File: config.mk
export PLATFORM = sky130hd
export DESIGN_NAME = tkbh_ctrl
export DESIGN_NICKNAME = d
export VERILOG_FILES = /design/src/hdl/tkbh_pkg.sv /design/src/hdl/tkbh_ctrl.sv
export SDC_FILE = /design/constraint.sdc
export NUM_CORES = 1
export LEC_CHECK = 0
export BUFFER_PORTS_ARGS = -buffer_cell sky130_fd_sc_hd__clkbuf_2
export CORE_AREA = 2 2 39 41
export DETAILED_ROUTE_END_ITERATION = 10
export DIE_AREA = 0 0 41 43
export PLACE_DENSITY_LB_ADDON = 0.3
export RECOVER_POWER = 50
export SETUP_SLACK_MARGIN = 0.15
export SLEW_MARGIN = 15
export SYNTH_ARGS = -nofsm -noshare
export SYNTH_HDL_FRONTEND = slang
export SYNTH_SLANG_ARGS = --single-unit
File: constraint.sdc
create_clock -name clk -period 2.45 [get_ports clk]
set_input_delay 0.245 -clock clk [delete_from_list [all_inputs] [get_ports clk]]
set_output_delay 0.245 -clock clk [all_outputs]
set_load 0.005 [all_outputs]
File: src/hdl/tkbh_pkg.sv
// Package: shared constants, codes and controller/datapath command types.
`timescale 1ns / 1ps
package tkbh_pkg;

  localparam int DEF_TABLE_DEPTH = 64;
  localparam int DEF_KEY_WORDS   = 4;
  localparam int WORD_W          = 64;
  localparam int MAX_WORDS       = 4;
  localparam int TIME_W          = 48;
  localparam int DUR_W           = 32;
  localparam int THR_W           = 16;
  localparam int LIVE_W          = 7;
  localparam int KIND_W          = 2;

  typedef enum logic [KIND_W-1:0] {
    KIND_ADD      = 2'd0,
    KIND_DIRECTOR = 2'd1,
    KIND_DIRECT   = 2'd2,
    KIND_UNUSED   = 2'd3
  } kind_t;

  // Controller to datapath
  typedef struct packed {
    logic load;
    logic add;
    logic walk_start;
    logic walk;
    logic finish;
  } cmd_t;

  // Datapath to controller
  typedef struct packed {
    kind_t kind;
    logic  skip;
    logic  walk_done;
    logic  out_free;
  } sts_t;

endpackage

File: src/hdl/tkbh_ctrl.sv
// Controller: sequences add, walk and result phases of one item.
`timescale 1ns / 1ps
module tkbh_ctrl (
  input  logic           clk,
  input  logic           rst_n,
  input  logic           in_valid,
  output logic           in_ready,
  input  tkbh_pkg::sts_t sts,
  output tkbh_pkg::cmd_t cmd
);

  typedef enum logic [1:0] {S_IDLE, S_DECIDE, S_WALK, S_FIN} state_t;

  state_t state_r, state_nxt;

  // next state and commands
  always_comb begin
    state_nxt = state_r;
    cmd       = '0;
    in_ready  = 1'b0;
    unique case (state_r)
      S_IDLE: begin
        in_ready = 1'b1;
        if (in_valid) begin
          cmd.load  = 1'b1;
          state_nxt = S_DECIDE;
        end
      end
      S_DECIDE: begin
        unique case (sts.kind)
          tkbh_pkg::KIND_ADD: begin
            cmd.add   = 1'b1;
            state_nxt = S_FIN;
          end
          tkbh_pkg::KIND_DIRECTOR: begin
            if (sts.skip) begin
              state_nxt = S_FIN;
            end else begin
              cmd.walk_start = 1'b1;
              state_nxt      = S_WALK;
            end
          end
          tkbh_pkg::KIND_DIRECT: begin
            cmd.walk_start = 1'b1;
            state_nxt      = S_WALK;
          end
          default: state_nxt = S_FIN;
        endcase
      end
      S_WALK: begin
        cmd.walk = 1'b1;
        if (sts.walk_done) state_nxt = S_FIN;
      end
      S_FIN: begin
        if (sts.out_free) begin
          cmd.finish = 1'b1;
          state_nxt  = S_IDLE;
        end
      end
      default: state_nxt = S_IDLE;
    endcase
  end

  always_ff @(posedge clk) begin
    if (!rst_n) begin
      state_r <= S_IDLE;
    end else begin
      state_r <= state_nxt;
    end
  end

endmodule

After elaboration in Yosys (flattened, before gate mapping)
Index checks and enable logic that the tools add are counted.
{ "op_classes": {"eq_ne": 8, "n_reduce_logical": 3, "muxes": 16} }
{ "ops": {"columns": ["operator", "count"], "rows": [
  ["$mux W1", 9],
  ["$mux W2", 4],
  ["$pmux W2 S4", 1],
  ["$eq A2 B2 Y1 const B", 3],
  ["$ne A2 B2 Y1 const B", 3],
  ["$eq A2 B1 Y1 const B", 2],
  ["$logic_not A2 Y1", 2],
  ["$pmux W2 S2", 1],
  ["$reduce_and A3 Y1", 1],
  ["$pmux W1 S2", 1]
]} }
{ "totals": {"register_bits": 2, "elab_cells": 28, "in_bits": 8, "out_inout_bits": 6} }

Logic depth before layout (Yosys ltp)
{ "depth": {"word_depth": 3, "mapped_depth": 5} }

Least setup slack after synthesis
Ideal clock, no wire load.
{ "synth_path": {"kind": "register -> register", "startpoint": "register state_r[0]", "endpoint": "register state_r[0]", "period_less_slack_ns": 1.217, "path_buffers": 0, "setup_ns": 0.086, "setup_slack_ns": 1.233, "path_stages_with_launch": 6, "arrival_ns": 1.131, "path_cell_list": "dfxtp_1 -> inv_1 -> ha_1 -> nand2b_4 -> and4b_1 -> a221oi_2"} }
{ "synth_via": {"elab_chain_cells": 3} }
{ "synth_rtl": {"columns": ["element", "line", "text"], "rows": [
  ["start: declaration", "tkbh_ctrl.sv:14", "state_t state_r, state_nxt;"],
  ["start signal: assignment", "tkbh_ctrl.sv:68", "state_r <= state_nxt;"],
  ["$eq A2 B2 Y1 / $logic_not A2 Y1 (equally long branches)", "tkbh_ctrl.sv:21", "unique case (state_r)"],
  ["$ne A2 B2 Y1 (no source line)", null, null],
  ["$reduce_and A3 Y1 (no source line)", null, null]
]} }
Several ways; a longest one is shown, not always the timed one.
A chain may end at the register's enable or synchronous reset.

==> flow_summary.json <==
{
  "gp_congestion": 0.648,
  "finalHoldViolCount": 0,
  "via_count": 252,
  "p_per_area_nw_per_um2": 817,
  "clk_pin_slew_ps": 30,
  "largest_reg_flops": 2,
  "min_path_type": "in -> reg",
  "fin_cells": 62,
  "grt_pass1_wl_um": 752,
  "fillers": 160,
  "total_power_uw": 314,
  "postRouteAntennaNets": 0,
  "slew_violations": 0,
  "drive_gt1_share_pct": 41.3,
  "synthFlopType": "dfxtp_1",
  "yosys_warnings": 0,
  "hpwlAfterDp_um": 440,
  "status": "finished, final reports clean",
  "max_freq_mhz": 701,
  "clk_path_buf_depth": 2,
  "seq_power_share_pct": 20.0,
  "drt_pass1_iterations": 4,
  "cp.arrival_ps": 1180,
  "synth-edff-count": 0,
  "route.detailed.drc": 0,
  "p_sw_uw": 123,
  "tightest_slew_ps": 220,
  "setup_viol": 0,
  "syn-num-nets": 45,
  "multi_input_area_sq_um": 218,
  "die_area_sq_um": 1760,
  "syn_area_sq_um": 277,
  "io_pins": 14,
  "clock-sinks": 2,
  "crit_chain": "inv_1 -> ha_1 -> and2_1 -> clkbuf_2",
  "totalWireLength_um": 508,
  "path_max_fanout": 5,
  "yosysTopAreaCellShare_pct": 31.7,
  "finalCritPeriodShare_pct": 58.3,
  "viasPerCell": 4.06,
  "min_period_ps": 1430,
  "coreArea_sq_um": 1380,
  "final_core_util_pct": 27.8,
  "rows": 14,
  "start_util_pct": 20.0,
  "synthCells": 30,
  "ys_seq_area_share_pct": 14.5,
  "numCtsBuffers": 3,
  "first_global_vias": 210,
  "slew-limit-headroom_pct": 85.3,
  "cts_resized": 0,
  "clock-root-buffer": "clkbuf_4",
  "reg2reg_to": "state_r[0]$_SDFFE_PN0P_",
  "clk_latency_ps": 220,
  "crit_cells": 4,
  "cts_tree": "done",
  "port_buffers": 13,
  "cts_setup_buffers": 0,
  "first_iter_violations": 3,
  "yosys_register_bits": 2,
  "largest_register": "state_r",
  "fin_nets": 63,
  "p_leak_nw": 0.216,
  "htree_num_levels": 1,
  "ctsHoldBuffers": 0,
  "cp-end-kind": "output pin",
  "reg2reg_slack_ps": 1190,
  "place_ws_ps": 1190,
  "ir_drop_uv": 242,
  "critPathLaunchType": "flip-flop",
  "synthDistinctLibCells": 16,
  "worstHoldStart": "rst_n",
  "overflow": 0,
  "maxCapViolCount": 0,
  "rsz0062_at_grt": "false",
  "worstSetupEndpoint": "cmd[4]",
  "seq_area_sq_um": 40.0,
  "internal_power_uw": 190,
  "slowest_delay_ps": 360,
  "finClkSkew_ps": 0.293,
  "placed_cells": 59,
  "cp_slowest_cell": "dfxtp_1",
  "antenna_found_initial": 0,
  "tns_ps": 0,
  "insertedDiodeCount": 0,
  "crit_path_start": "state_r[0]$_SDFFE_PN0P_",
  "synth_top_cells_by_count": "ha_1, inv_1, nand2b_1",
  "grt_use_total_pct": 6.41,
  "syn_to_final_growth_pct": 38.9,
  "reg2reg_depth": 5,
  "grt_max_degree": 6,
  "syn_area_per_cell_sq_um": 9.22,
  "routedWlPerCell_um": 8.19,
  "crit_buf_inv": 2,
  "pwr-share-comb_pct": 57.4,
  "switching_share_pct": 39.3,
  "synthTopCellsByArea": "ha_1, dfxtp_1, inv_1, nand2b_1, a221oi_2",
  "synth_async_sr_flop_share_pct": 0,
  "crit_required_ps": 2200,
  "synth_top_area_cell": "ha_1",
  "timing.rr.start": "state_r[0]$_SDFFE_PN0P_",
  "critPathTopFamily": "flip-flops",
  "die_w_um": 41,
  "p_clk_share_pct": 22.6,
  "largest_registers": "state_r (2)",
  "synth.most_common_cell": "ha_1",
  "layout_setup_ws_ps": 1020,
  "crit_type": "reg -> out",
  "die_y_um": 43
}
per-stage QoR:
stage          hold WS, ps  area (sq um)
2_1_floorplan          390           277
5_1_grt                266           384
4_1_cts                260           384
3_3_place_gp           492           362
6_report               266           384
3_5_place_dp           497           362
area by class of cell:
class,count,share of cell area [%]
inverters,5,4.89
well taps,16,5.21
flip-flops and latches,2,10.4
repair buffers,13,16.9
clock buffers,3,5.86
multi-input cells,23,56.7
power groups by stage:
| stage | registers, mW | logic [mW] | clock network (mW) |
|---|---|---|---|
| after CTS | 0.0632 | 0.183 | 0.0765 |
| after floorplan | 0.0601 | 0.129 | 0 |
| after global placement | 0.0647 | 0.182 | 0 |
| after detailed placement | 0.0637 | 0.181 | 0 |
| after global routing | 0.0648 | 0.202 | 0.0804 |
| final | 0.0628 | 0.180 | 0.0709 |
metal layers:
metal	wire length (um)	up-vias	GRT usage, %
li1	-	136	-
met1	257	107	8.63
met2	214	9	7.81
met3	36	0	4.71
met4	0	0	2.00
met5	0	-	0
worst register-to-register path: cells and delay by family, from the launching register on:
| family | cells | cell delay (ps) |
|---|---|---|
| AND/OR/NAND/NOR | 1 | 120 |
| buffers and inverters | 1 | 100 |
| flip-flops | 1 | 360 |
| adder cells (fa/ha/maj) | 1 | 250 |
| AO/OA/AOI/OAI | 2 | 350 |
kinds of logic after synthesis:
kind of cell	share of synthesized area [%]
compound gates	17.2
fa+ha+maj	31.7
buf+inv	6.79
flops	14.5
simple gates	29.9
worst min-delay path by stage:
stage / depth (start not counted) / slack (ps) / end
after CTS: 3 / 260 / state_r[0]$_SDFFE_PN0P_
after global routing: 3 / 270 / state_r[0]$_SDFFE_PN0P_
final: 3 / 270 / state_r[0]$_SDFFE_PN0P_
after floorplan: 2 / 390 / state_r[0]$_SDFFE_PN0P_
after detailed placement: 3 / 500 / state_r[0]$_SDFFE_PN0P_
after global placement: 3 / 490 / state_r[0]$_SDFFE_PN0P_
placed cells by master (no fill, tap or decap), drive strengths merged:
cell,count
and2,3
a21oi,1
ha,7
and4b,1
nor2b,1
nand2b,4
clkbuf,16
o2111ai,1
o211a,1
a221oi,1
inv,5
nand4,1
dfxtp,2
a31o,1
nand3b,1
Note: power is estimated with default switching activity, not from simulation.
